`src/rtl/core/cen_pkg.sv`:
```
package cen_pkg;

  // Field widths fixed by the register map and the result format
  localparam int unsigned SiteCfgW   = 6;
  localparam int unsigned PosW       = 6;
  localparam int unsigned MaskOutW   = 32;
  localparam int unsigned OrdW       = 30;
  localparam int unsigned MaxResults = 32;
  localparam int unsigned CntW       = $clog2(MaxResults);

  localparam logic [SiteCfgW-1:0] NumSitesRst  = 6'd9;
  localparam logic [SiteCfgW-1:0] OnesCountRst = 6'd1;

  // Configuration register indexes
  typedef enum logic [0:0] {
    CFG_NUM_SITES  = 1'b0,
    CFG_ONES_COUNT = 1'b1
  } cfg_idx_e;

  // Command handed from the front end to the back end
  typedef enum logic [1:0] {
    CMD_EXHAUST = 2'd0,
    CMD_RESTART = 2'd1,
    CMD_ADVANCE = 2'd2
  } cmd_e;

  typedef struct packed {
    logic [SiteCfgW-1:0] num_sites;
    logic [SiteCfgW-1:0] ones_count;
  } cfg_t;

  typedef struct packed {
    logic full;
    logic empty;
  } fifo_stat_t;

endpackage

```
`src/rtl/core/cen_if.sv`:
```
// Request channel: one restart-or-advance command per request
interface cen_req_if;
  logic valid;
  logic ready;
  logic restart;

  modport source (output valid, output restart, input ready);
  modport sink (input valid, input restart, output ready);
endinterface

// Result channel: one set bit of the current mask per result
interface cen_rsp_if import cen_pkg::*; ();
  logic                valid;
  logic                ready;
  logic [PosW-1:0]     position;
  logic [MaskOutW-1:0] mask;
  logic [OrdW-1:0]     combo_index;
  logic                last;
  logic                exhausted;

  modport source (output valid, output position, output mask, output combo_index,
                  output last, output exhausted, input ready);
  modport sink (input valid, input position, input mask, input combo_index,
                input last, input exhausted, output ready);
endinterface

// Configuration write channel
interface cen_cfg_if import cen_pkg::*; ();
  logic                valid;
  logic                ready;
  cfg_idx_e            idx;
  logic [SiteCfgW-1:0] data;

  modport source (output valid, output idx, output data, input ready);
  modport sink (input valid, input idx, input data, output ready);
endinterface

```
`src/rtl/core/cen_front.sv`:
```
module cen_front import cen_pkg::*; #(
  parameter int unsigned MAX_SITES = 32
) (
  input  logic       clk_i,
  input  logic       rst_ni,
  cen_req_if.sink    req_i,
  cen_cfg_if.sink    cfg_i,
  input  fifo_stat_t fifo_stat_i,
  output logic       push_o,
  output cmd_e       push_cmd_o,
  output cfg_t       cfg_o
);

  cfg_t cfg_q;
  logic started_q;
  logic invalid;

  // Configuration registers, always writable
  assign cfg_i.ready = 1'b1;

  always_ff @(posedge clk_i or negedge rst_ni) begin
    if (!rst_ni) begin
      cfg_q.num_sites  <= NumSitesRst;
      cfg_q.ones_count <= OnesCountRst;
    end else if (cfg_i.valid) begin
      case (cfg_i.idx)
        CFG_NUM_SITES:  cfg_q.num_sites  <= cfg_i.data;
        CFG_ONES_COUNT: cfg_q.ones_count <= cfg_i.data;
        default: ;
      endcase
    end
  end

  assign cfg_o = cfg_q;

  // Classify the configuration: no mask exists for these settings
  assign invalid = (cfg_q.num_sites == '0) || (cfg_q.ones_count == '0) ||
                   (cfg_q.ones_count > cfg_q.num_sites) ||
                   (32'(cfg_q.ones_count) > MAX_SITES);

  // Accept a request whenever the queue has room
  assign req_i.ready = !fifo_stat_i.full;
  assign push_o      = req_i.valid && req_i.ready;

  always_comb begin
    if (invalid) begin
      push_cmd_o = CMD_EXHAUST;
    end else if (req_i.restart || !started_q) begin
      push_cmd_o = CMD_RESTART;
    end else begin
      push_cmd_o = CMD_ADVANCE;
    end
  end

  // Track whether a valid request has opened the enumeration
  always_ff @(posedge clk_i or negedge rst_ni) begin
    if (!rst_ni) begin
      started_q <= 1'b0;
    end else if (push_o && !invalid) begin
      started_q <= 1'b1;
    end
  end

endmodule

```
`src/rtl/core/cen_cmd_fifo.sv`:
```
module cen_cmd_fifo import cen_pkg::*; (
  input  logic       clk_i,
  input  logic       rst_ni,
  input  logic       push_i,
  input  cmd_e       push_cmd_i,
  input  logic       pop_i,
  output cmd_e       pop_cmd_o,
  output fifo_stat_t stat_o
);

  cmd_e       entry_q [2];
  logic       wr_ptr_q;
  logic       rd_ptr_q;
  logic [1:0] count_q;

  // Write the entry at the write pointer
  always_ff @(posedge clk_i) begin
    if (push_i) begin
      entry_q[wr_ptr_q] <= push_cmd_i;
    end
  end

  // Advance pointers and occupancy
  always_ff @(posedge clk_i or negedge rst_ni) begin
    if (!rst_ni) begin
      wr_ptr_q <= 1'b0;
      rd_ptr_q <= 1'b0;
      count_q  <= 2'd0;
    end else begin
      if (push_i) begin
        wr_ptr_q <= !wr_ptr_q;
      end
      if (pop_i) begin
        rd_ptr_q <= !rd_ptr_q;
      end
      case ({push_i, pop_i})
        2'b10:   count_q <= count_q + 2'd1;
        2'b01:   count_q <= count_q - 2'd1;
        default: count_q <= count_q;
      endcase
    end
  end

  assign pop_cmd_o    = entry_q[rd_ptr_q];
  assign stat_o.full  = (count_q == 2'd2);
  assign stat_o.empty = (count_q == 2'd0);

endmodule

```
`src/rtl/core/cen_back.sv`:
```
module cen_back import cen_pkg::*; #(
  parameter int unsigned MAX_SITES = 32
) (
  input  logic       clk_i,
  input  logic       rst_ni,
  input  cfg_t       cfg_i,
  input  fifo_stat_t fifo_stat_i,
  input  cmd_e       pop_cmd_i,
  output logic       pop_o,
  cen_rsp_if.source  rsp_o
);

  localparam int unsigned IdxW = $clog2(MAX_SITES);

  typedef enum logic [5:0] {
    S_IDLE  = 6'b000001,
    S_CALC1 = 6'b000010,
    S_CALC2 = 6'b000100,
    S_LOAD  = 6'b001000,
    S_EMIT  = 6'b010000,
    S_EXH   = 6'b100000
  } state_e;

  state_e               state_q, state_d;
  logic [MAX_SITES-1:0] mask_q, mask_d;
  logic [OrdW-1:0]      ord_q, ord_d;
  logic                 done_q, done_d;
  logic [MAX_SITES:0]   y_q, y_d;
  logic [MAX_SITES-1:0] run_q, run_d;
  logic [IdxW-1:0]      tx_q, tx_d;
  logic [MAX_SITES-1:0] rem_q, rem_d;
  logic [CntW-1:0]      cnt_q, cnt_d;

  logic                 out_valid_q, out_valid_d;
  logic [PosW-1:0]      out_pos_q, out_pos_d;
  logic [MaskOutW-1:0]  out_mask_q, out_mask_d;
  logic [OrdW-1:0]      out_ord_q, out_ord_d;
  logic                 out_last_q, out_last_d;
  logic                 out_exh_q, out_exh_d;

  logic [MAX_SITES-1:0] site_mask;
  logic [MAX_SITES-1:0] low_mask;
  logic [MAX_SITES-1:0] low_bit_x;
  logic [MAX_SITES-1:0] run_x;
  logic [MAX_SITES:0]   y_x;
  logic [MAX_SITES-1:0] nxt;
  logic                 ovf;
  logic [IdxW-1:0]      emit_idx;
  logic [IdxW:0]        emit_pos;
  logic [MAX_SITES-1:0] rem_nxt;
  logic                 emit_last;
  logic                 slot_free;

  // Index of the lowest set bit
  function automatic logic [IdxW-1:0] low_bit(input logic [MAX_SITES-1:0] v);
    logic [IdxW-1:0] r;
    r = '0;
    for (int i = MAX_SITES - 1; i >= 0; i--) begin
      if (v[i]) begin
        r = IdxW'(i);
      end
    end
    return r;
  endfunction

  // Sites in range and the lowest mask for the current configuration
  always_comb begin
    for (int b = 0; b < MAX_SITES; b++) begin
      site_mask[b] = (b < int'(cfg_i.num_sites));
      low_mask[b]  = (b < int'(cfg_i.ones_count));
    end
  end

  // First half of the step: add the lowest set bit, isolate the low run
  assign low_bit_x = mask_q & (~mask_q + 1'b1);
  assign y_x       = {1'b0, mask_q} + {1'b0, low_bit_x};
  assign run_x     = mask_q & ~y_x[MAX_SITES-1:0];

  // Second half: refill the low bits, check for carry past the sites
  assign nxt = y_q[MAX_SITES-1:0] | ((run_q >> tx_q) >> 1);
  assign ovf = y_q[MAX_SITES] || ((nxt & ~site_mask) != '0);

  // Pick the next set bit to report
  assign emit_idx  = low_bit(rem_q);
  assign emit_pos  = {1'b0, emit_idx} + (IdxW + 1)'(1);
  assign rem_nxt   = rem_q & (rem_q - 1'b1);
  assign emit_last = (rem_nxt == '0) || (cnt_q == CntW'(MaxResults - 1));

  assign slot_free = !out_valid_q || rsp_o.ready;

  // Sequencer
  always_comb begin
    state_d     = state_q;
    mask_d      = mask_q;
    ord_d       = ord_q;
    done_d      = done_q;
    y_d         = y_q;
    run_d       = run_q;
    tx_d        = tx_q;
    rem_d       = rem_q;
    cnt_d       = cnt_q;
    pop_o       = 1'b0;
    out_valid_d = out_valid_q && !rsp_o.ready;
    out_pos_d   = out_pos_q;
    out_mask_d  = out_mask_q;
    out_ord_d   = out_ord_q;
    out_last_d  = out_last_q;
    out_exh_d   = out_exh_q;

    case (state_q)
      S_IDLE: begin
        if (!fifo_stat_i.empty) begin
          pop_o = 1'b1;
          case (pop_cmd_i)
            CMD_RESTART: begin
              mask_d  = low_mask;
              ord_d   = '0;
              done_d  = 1'b0;
              state_d = S_LOAD;
            end
            CMD_ADVANCE: begin
              state_d = done_q ? S_EXH : S_CALC1;
            end
            default: begin
              state_d = S_EXH;
            end
          endcase
        end
      end
      S_CALC1: begin
        y_d   = y_x;
        run_d = run_x;
        tx_d  = low_bit(mask_q);
        if (mask_q == '0) begin
          done_d  = 1'b1;
          state_d = S_EXH;
        end else begin
          state_d = S_CALC2;
        end
      end
      S_CALC2: begin
        if (ovf) begin
          done_d  = 1'b1;
          state_d = S_EXH;
        end else begin
          mask_d  = nxt;
          ord_d   = ord_q + 1'b1;
          state_d = S_LOAD;
        end
      end
      S_LOAD: begin
        rem_d   = mask_q & site_mask;
        cnt_d   = '0;
        state_d = ((mask_q & site_mask) == '0) ? S_EXH : S_EMIT;
      end
      S_EMIT: begin
        if (slot_free) begin
          out_valid_d = 1'b1;
          out_pos_d   = PosW'(emit_pos);
          out_mask_d  = MaskOutW'(mask_q);
          out_ord_d   = ord_q;
          out_last_d  = emit_last;
          out_exh_d   = 1'b0;
          rem_d       = rem_nxt;
          cnt_d       = cnt_q + 1'b1;
          if (emit_last) begin
            state_d = S_IDLE;
          end
        end
      end
      S_EXH: begin
        if (slot_free) begin
          out_valid_d = 1'b1;
          out_pos_d   = '0;
          out_mask_d  = '0;
          out_ord_d   = '0;
          out_last_d  = 1'b1;
          out_exh_d   = 1'b1;
          state_d     = S_IDLE;
        end
      end
      default: begin
        state_d = S_IDLE;
      end
    endcase
  end

  // Control and enumeration state
  always_ff @(posedge clk_i or negedge rst_ni) begin
    if (!rst_ni) begin
      state_q     <= S_IDLE;
      mask_q      <= '0;
      ord_q       <= '0;
      done_q      <= 1'b0;
      out_valid_q <= 1'b0;
    end else begin
      state_q     <= state_d;
      mask_q      <= mask_d;
      ord_q       <= ord_d;
      done_q      <= done_d;
      out_valid_q <= out_valid_d;
    end
  end

  // Step and result payload
  always_ff @(posedge clk_i) begin
    y_q        <= y_d;
    run_q      <= run_d;
    tx_q       <= tx_d;
    rem_q      <= rem_d;
    cnt_q      <= cnt_d;
    out_pos_q  <= out_pos_d;
    out_mask_q <= out_mask_d;
    out_ord_q  <= out_ord_d;
    out_last_q <= out_last_d;
    out_exh_q  <= out_exh_d;
  end

  assign rsp_o.valid       = out_valid_q;
  assign rsp_o.position    = out_pos_q;
  assign rsp_o.mask        = out_mask_q;
  assign rsp_o.combo_index = out_ord_q;
  assign rsp_o.last        = out_last_q;
  assign rsp_o.exhausted   = out_exh_q;

endmodule

```
`src/rtl/core/combination_enumerator_core.sv`:
```
// Combination enumerator: steps through every mask of num_sites bits with
// ones_count bits set, in increasing numeric order.
// Channels: req_i takes one request (restart = 1 goes back to the lowest
// mask, 0 advances); rsp_o returns one result per set bit of the current
// mask in ascending site order, last marking the final one, or a single
// exhausted result when no mask is left or the configuration is invalid.
// cfg_i writes num_sites (index 0) and ones_count (index 1); write only
// while the block is idle.
// Timing: a front end takes requests into a two-entry command queue; the
// back-end sequencer emits one result per cycle while the result slot is
// free. A restart steps through S_IDLE, S_LOAD and S_EMIT; an advance
// through S_IDLE, S_CALC1 and S_CALC2 (the next-mask step), S_LOAD and
// S_EMIT, with at most 32 results reported per mask; exhausted answers
// leave from S_EXH.
// Reset: num_sites 9, ones_count 1, enumeration cleared; the first valid
// request restarts whatever its restart bit says.
// Stall: a held result stops the sequencer; the queue keeps taking up to
// two requests, after which req_i.ready drops.
module combination_enumerator_core import cen_pkg::*; #(
  parameter int unsigned MAX_SITES = 32
) (
  input  logic      clk_i,
  input  logic      rst_ni,
  cen_req_if.sink   req_i,
  cen_rsp_if.source rsp_o,
  cen_cfg_if.sink   cfg_i
);

  cfg_t       cfg;
  fifo_stat_t fifo_stat;
  logic       push;
  cmd_e       push_cmd;
  logic       pop;
  cmd_e       pop_cmd;

  cen_front #(
    .MAX_SITES(MAX_SITES)
  ) u_front (
    .clk_i      (clk_i),
    .rst_ni     (rst_ni),
    .req_i      (req_i),
    .cfg_i      (cfg_i),
    .fifo_stat_i(fifo_stat),
    .push_o     (push),
    .push_cmd_o (push_cmd),
    .cfg_o      (cfg)
  );

  cen_cmd_fifo u_fifo (
    .clk_i     (clk_i),
    .rst_ni    (rst_ni),
    .push_i    (push),
    .push_cmd_i(push_cmd),
    .pop_i     (pop),
    .pop_cmd_o (pop_cmd),
    .stat_o    (fifo_stat)
  );

  cen_back #(
    .MAX_SITES(MAX_SITES)
  ) u_back (
    .clk_i      (clk_i),
    .rst_ni     (rst_ni),
    .cfg_i      (cfg),
    .fifo_stat_i(fifo_stat),
    .pop_cmd_i  (pop_cmd),
    .pop_o      (pop),
    .rsp_o      (rsp_o)
  );

  // Queue never overrun nor read empty
  assert property (@(posedge clk_i) disable iff (!rst_ni) push |-> !fifo_stat.full)
    else $error("command pushed into a full queue");

  assert property (@(posedge clk_i) disable iff (!rst_ni) pop |-> !fifo_stat.empty)
    else $error("command popped from an empty queue");

  // An exhausted result stands alone with zeroed fields
  assert property (@(posedge clk_i) disable iff (!rst_ni)
    (rsp_o.valid && rsp_o.exhausted) |->
      (rsp_o.last && (rsp_o.position == '0) && (rsp_o.mask == '0) &&
       (rsp_o.combo_index == '0)))
    else $error("malformed exhausted result");

endmodule
```
`src/flat_wrapper.sv`:
```
// flat-port wrapper written by rule: the top's interface ports become plain ports
module combination_enumerator_core_flat import cen_pkg::*;
#(
  parameter int unsigned MAX_SITES = 32
)
  (clk_i, rst_ni, req_i_valid, req_i_restart, req_i_ready, rsp_o_valid, rsp_o_position, rsp_o_mask, rsp_o_combo_index, rsp_o_last, rsp_o_exhausted, rsp_o_ready, cfg_i_valid, cfg_i_idx, cfg_i_data, cfg_i_ready);
  cen_req_if req_i_i ();
  cen_rsp_if rsp_o_i ();
  cen_cfg_if cfg_i_i ();
  input  logic clk_i;
  input  logic rst_ni;
  input wire logic [$bits(req_i_i.valid)-1:0] req_i_valid;
  input wire logic [$bits(req_i_i.restart)-1:0] req_i_restart;
  output wire logic [$bits(req_i_i.ready)-1:0] req_i_ready;
  output wire logic [$bits(rsp_o_i.valid)-1:0] rsp_o_valid;
  output wire logic [$bits(rsp_o_i.position)-1:0] rsp_o_position;
  output wire logic [$bits(rsp_o_i.mask)-1:0] rsp_o_mask;
  output wire logic [$bits(rsp_o_i.combo_index)-1:0] rsp_o_combo_index;
  output wire logic [$bits(rsp_o_i.last)-1:0] rsp_o_last;
  output wire logic [$bits(rsp_o_i.exhausted)-1:0] rsp_o_exhausted;
  input wire logic [$bits(rsp_o_i.ready)-1:0] rsp_o_ready;
  input wire logic [$bits(cfg_i_i.valid)-1:0] cfg_i_valid;
  input wire logic [$bits(cfg_i_i.idx)-1:0] cfg_i_idx;
  input wire logic [$bits(cfg_i_i.data)-1:0] cfg_i_data;
  output wire logic [$bits(cfg_i_i.ready)-1:0] cfg_i_ready;
  assign req_i_i.valid = req_i_valid;
  assign req_i_i.restart = req_i_restart;
  assign req_i_ready = req_i_i.ready;
  assign rsp_o_valid = rsp_o_i.valid;
  assign rsp_o_position = rsp_o_i.position;
  assign rsp_o_mask = rsp_o_i.mask;
  assign rsp_o_combo_index = rsp_o_i.combo_index;
  assign rsp_o_last = rsp_o_i.last;
  assign rsp_o_exhausted = rsp_o_i.exhausted;
  assign rsp_o_i.ready = rsp_o_ready;
  assign cfg_i_i.valid = cfg_i_valid;
  assign cfg_i_i.idx = cfg_i_idx;
  assign cfg_i_i.data = cfg_i_data;
  assign cfg_i_ready = cfg_i_i.ready;
  combination_enumerator_core #(.MAX_SITES(MAX_SITES)) u_core (.clk_i(clk_i), .rst_ni(rst_ni), .req_i(req_i_i), .rsp_o(rsp_o_i), .cfg_i(cfg_i_i));
endmodule
```
`config.mk`:
```
export PLATFORM = sky130hd
export DESIGN_NAME = combination_enumerator_core_flat
export DESIGN_NICKNAME = d
export VERILOG_FILES = /design/src/rtl/core/cen_pkg.sv /design/src/rtl/core/cen_if.sv /design/src/rtl/core/cen_front.sv /design/src/rtl/core/cen_cmd_fifo.sv /design/src/rtl/core/cen_back.sv /design/src/rtl/core/combination_enumerator_core.sv /design/src/flat_wrapper.sv
export SDC_FILE = /design/constraint.sdc
export NUM_CORES = 1
export LEC_CHECK = 0
export BUFFER_PORTS_ARGS = -buffer_cell sky130_fd_sc_hd__buf_2
export CORE_ASPECT_RATIO = 1.75
export CORE_MARGIN = 2
export CORE_UTILIZATION = 67
export CTS_BUF_LIST = sky130_fd_sc_hd__clkbuf_8 sky130_fd_sc_hd__clkbuf_16
export CTS_CLUSTER_DIAMETER = 40
export DETAILED_ROUTE_END_ITERATION = 7
export PLACE_DENSITY = 0.86
export SLEW_MARGIN = 30
export SYNTH_ARGS = -nofsm -noshare
export SYNTH_HDL_FRONTEND = slang
export SYNTH_SLANG_ARGS = --single-unit
export TNS_END_PERCENT = 100
```
`constraint.sdc`:
```
create_clock -name clk_i -period 17.96 [get_ports clk_i]
set_clock_uncertainty 0.2 [all_clocks]
set_input_delay 3.592 -clock clk_i [delete_from_list [all_inputs] [get_ports clk_i]]
set_output_delay 3.592 -clock clk_i [all_outputs]
set_load 0.1 [all_outputs]
```
==> metrics.yaml <==
status: "complete, but fails checks"
violations: "design-rule violations"
cts_tree: "built"
postSynthAreaPerCell_sq_um: 9.73
use_met3_pct: 11.0
routed_wirelength_um: 60100
leakage_nw: 6.76
cts_buffer_depth: 3
p_per_area_mw_per_mm2: 153
via_per_inst: 7.44
final_hold_viol_count: 0
ys_top_cells_by_count: "edfxtp_1 (179), nand2_1 (149), nor2_1 (138)"
synthTopCellsByArea: "edfxtp_1 (32%), dfrtp_1 (12%), o21ai_0 (3.7%)"
grt_max_degree: 69
fmax_ghz: 0.178
drc: 10
synth_top_cell_by_area: "edfxtp_1"
arrival_ns: 5.83
path_clk_slew_ns: 0.06
synth.most_common_cell: "edfxtp_1"
synth_edf_count: 179
vias: 15361
crit_required_ns: 18.19
drv_slew: 0
synthesis.instances: 1717
max-slew-margin-rel_pct: 31.3
io_pins: 86
path_class: "reg -> reg"
synth_seq_cells: 266
synth_cell_type_count: 87
fin_crit_ns: 5.61
antenna_found_initial: 2
grtUsageMet2_pct: 73.6
grt_pass1_vias: 14493
fp.dieH_um: 213
io_buffer_count: 84
grtUsageTotal_pct: 45.8
finalPower_w: 0.00276
grt_busiest_layer: "met2"
yosys_warnings: 0
grt_pass1_wl_um: 88000
cts_made_buffers: 26
drtIter0Drc: 2372
hp-class: "reg -> reg"
synth_top_area_share_pct: 32.2
ir_drop_mv: 0.167
core_area_sq_mm: 0.0245
path_max_fanout: 43
die_area_sq_mm: 0.0263
cts-root-buf: "clkbuf_16"
die_w_um: 123
worstSetupEndpointType: "register"
setup_tns_ns: 0
finalCritPeriodShare_pct: 31.2
max_cap_viol_count: 0
postCtsHoldBufs: 0
final_nets: 1757
rows: 76
async_reset_ff_share_pct: 32.7
htreeDepth: 1
first_pass_iters: 8
finalSetupViolCount: 0
wl_per_cell_um: 29.1
ant_nets: 0
rsz0062_at_grt: "false"
grtUsageMet1_pct: 52.1
yosysSeqAreaShare_pct: 45.2
area_growth_pct: 8.41
syn_nets: 1741
gp_congestion: 1.04
cts_num_sinks: 266
initial_core_util_pct: 68.1
placed_cell_area_sq_mm: 0.0173
post-dp-hpwl_um: 43400
drive_gt1_share_pct: 15.4
synth_ff_type: "edfxtp_1"
worstSkewPairLatency_ns: 0.56
finalInstanceArea_sq_mm: 0.0181
grt_overflow: 0
post_cts_buffers: 0
fillers: 1750
syn_area_sq_mm: 0.0167
start_kind: "register"
tightestPinTransition_ns: 1.02
cts_resized: 0
==> routing by layer <==
| metal | part of all wire [%] | wire, um |
|---|---|---|
| met1 | 32 | 19200 |
| met2 | 48 | 28700 |
| met3 | 11 | 6360 |
| met4 | 9.7 | 5820 |
| met5 | 0.022 | 13 |
==> critical path: stages, from the launching register on <==
cell	delay (ns)
edfxtp_1	0.33
buf_4	0.42
clkinv_1	0.71
mux4_2	0.71
o21ai_0	0.17
o221ai_1	0.25
a311oi_1	0.34
nand4b_1	0.27
a2111o_1	0.51
o21ai_2	0.12
buf_4	0.26
nand2_2	0.18
inv_2	0.52
mux2_2	0.41
==> cells in the final DEF (no fill, tap or decap), types with 26 or more instances in the layout <==
master	instances
edfxtp_1	179
nand2_1	149
nor2_1	135
o21ai_0	123
a21oi_1	98
buf_2	83
dfrtp_1	83
and2_1	68
mux2i_1	61
nand3_1	58
inv_1	55
mux2_2	52
nor2b_1	31
a31oi_1	30
nand2b_1	30
nor4_1	27
nor3_1	27
mux4_2	27
clkbuf_16	26
==> cells by family after synthesis <==
| logic type | synth area share, % |
|---|---|
| DFF | 45.2 |
| buffers and inverters | 4.27 |
| adders and majority gates | 0.944 |
| AOI/OAI and AO/OA | 17.7 |
| and+or+nand+nor | 20.0 |
| other | 0.0225 |
| xor gates and xnor gates | 0.629 |
| muxes | 11.1 |
==> power breakdown <==
| group | internal, W | leakage (nW) | switching [W] |
|---|---|---|---|
| combinational | 0.000335 | 3.63 | 0.000818 |
| clock | 0.000290 | 0.440 | 0.000243 |
| sequential | 0.000846 | 2.69 | 0.000231 |
| total | 0.00147 | 6.76 | 0.00129 |
==> final cells by class <==
class	instances	area [sq um]	area share (%)
tap	312	390	2.16
timing repair buffer	109	642	3.54
multi-input combinational	1279	8500	46.9
inverter	51	191	1.06
antenna	1	2.50	0.0138
clock inverter	20	145	0.802
clock buffer	28	678	3.75
sequential	266	7560	41.7
==> path summary, 6_finish.rpt <==
path | start | end | slack [ns] | cells after the start
worst max-delay path | u_core.u_back.tx_q[0]$_SDFFCE_PP0N_ | u_core.u_back.mask_q[12]$_DFFE_PN0P_ | 12.35 | 13
worst min-delay path | u_core.u_front.started_q$_DFFE_PN0P_ | u_core.u_front.started_q$_DFFE_PN0P_ | 0.28 | 1
worst max register to register | u_core.u_back.tx_q[0]$_SDFFCE_PP0N_ | u_core.u_back.mask_q[12]$_DFFE_PN0P_ | 12.35 | 13
worst min register to register | u_core.u_front.started_q$_DFFE_PN0P_ | u_core.u_front.started_q$_DFFE_PN0P_ | 0.28 | 1
max in group asynchronous | rst_ni | u_core.u_front.started_q$_DFFE_PN0P_ | 13.71 | 2
min in group asynchronous | rst_ni | u_core.u_back.ord_q[7]$_DFFE_PN0P_ | 2.78 | 1
==> registers in the layout, summed over array words and instances (netlist names), 2 cells and up <==
name                             count
u_core.u_back.rsp_o.position         6
u_core.u_back.rem_q                 32
u_core.u_back.cnt_q                  5
u_core.u_back.rsp_o.combo_index     30
u_core.u_back.run_q                 31
u_core.u_back.state_q                6
u_core.u_back.tx_q                   5
u_core.u_fifo.entry_q                4
u_core.u_back.y_q                   32
u_core.u_back.ord_q                 30
u_core.u_front.cfg_o                12
u_core.u_back.mask_q                32
u_core.u_fifo.count_q                2
u_core.u_back.rsp_o.mask            32
==> through the flow <==
stage                     hold WS (ns)  setup WS [ns]  std cells  utilization, %
after CTS                        0.284          12.49       2064            73.7
after global placement           0.260          12.44       2014            70.1
final                            0.283          12.35       2066            73.8
after global routing             0.316          12.08       2065            73.8
after detailed placement         0.270          12.35       2016            70.3
after floorplan                  0.247          10.19       1717               -
Note: power is estimated with default switching activity, not from simulation.
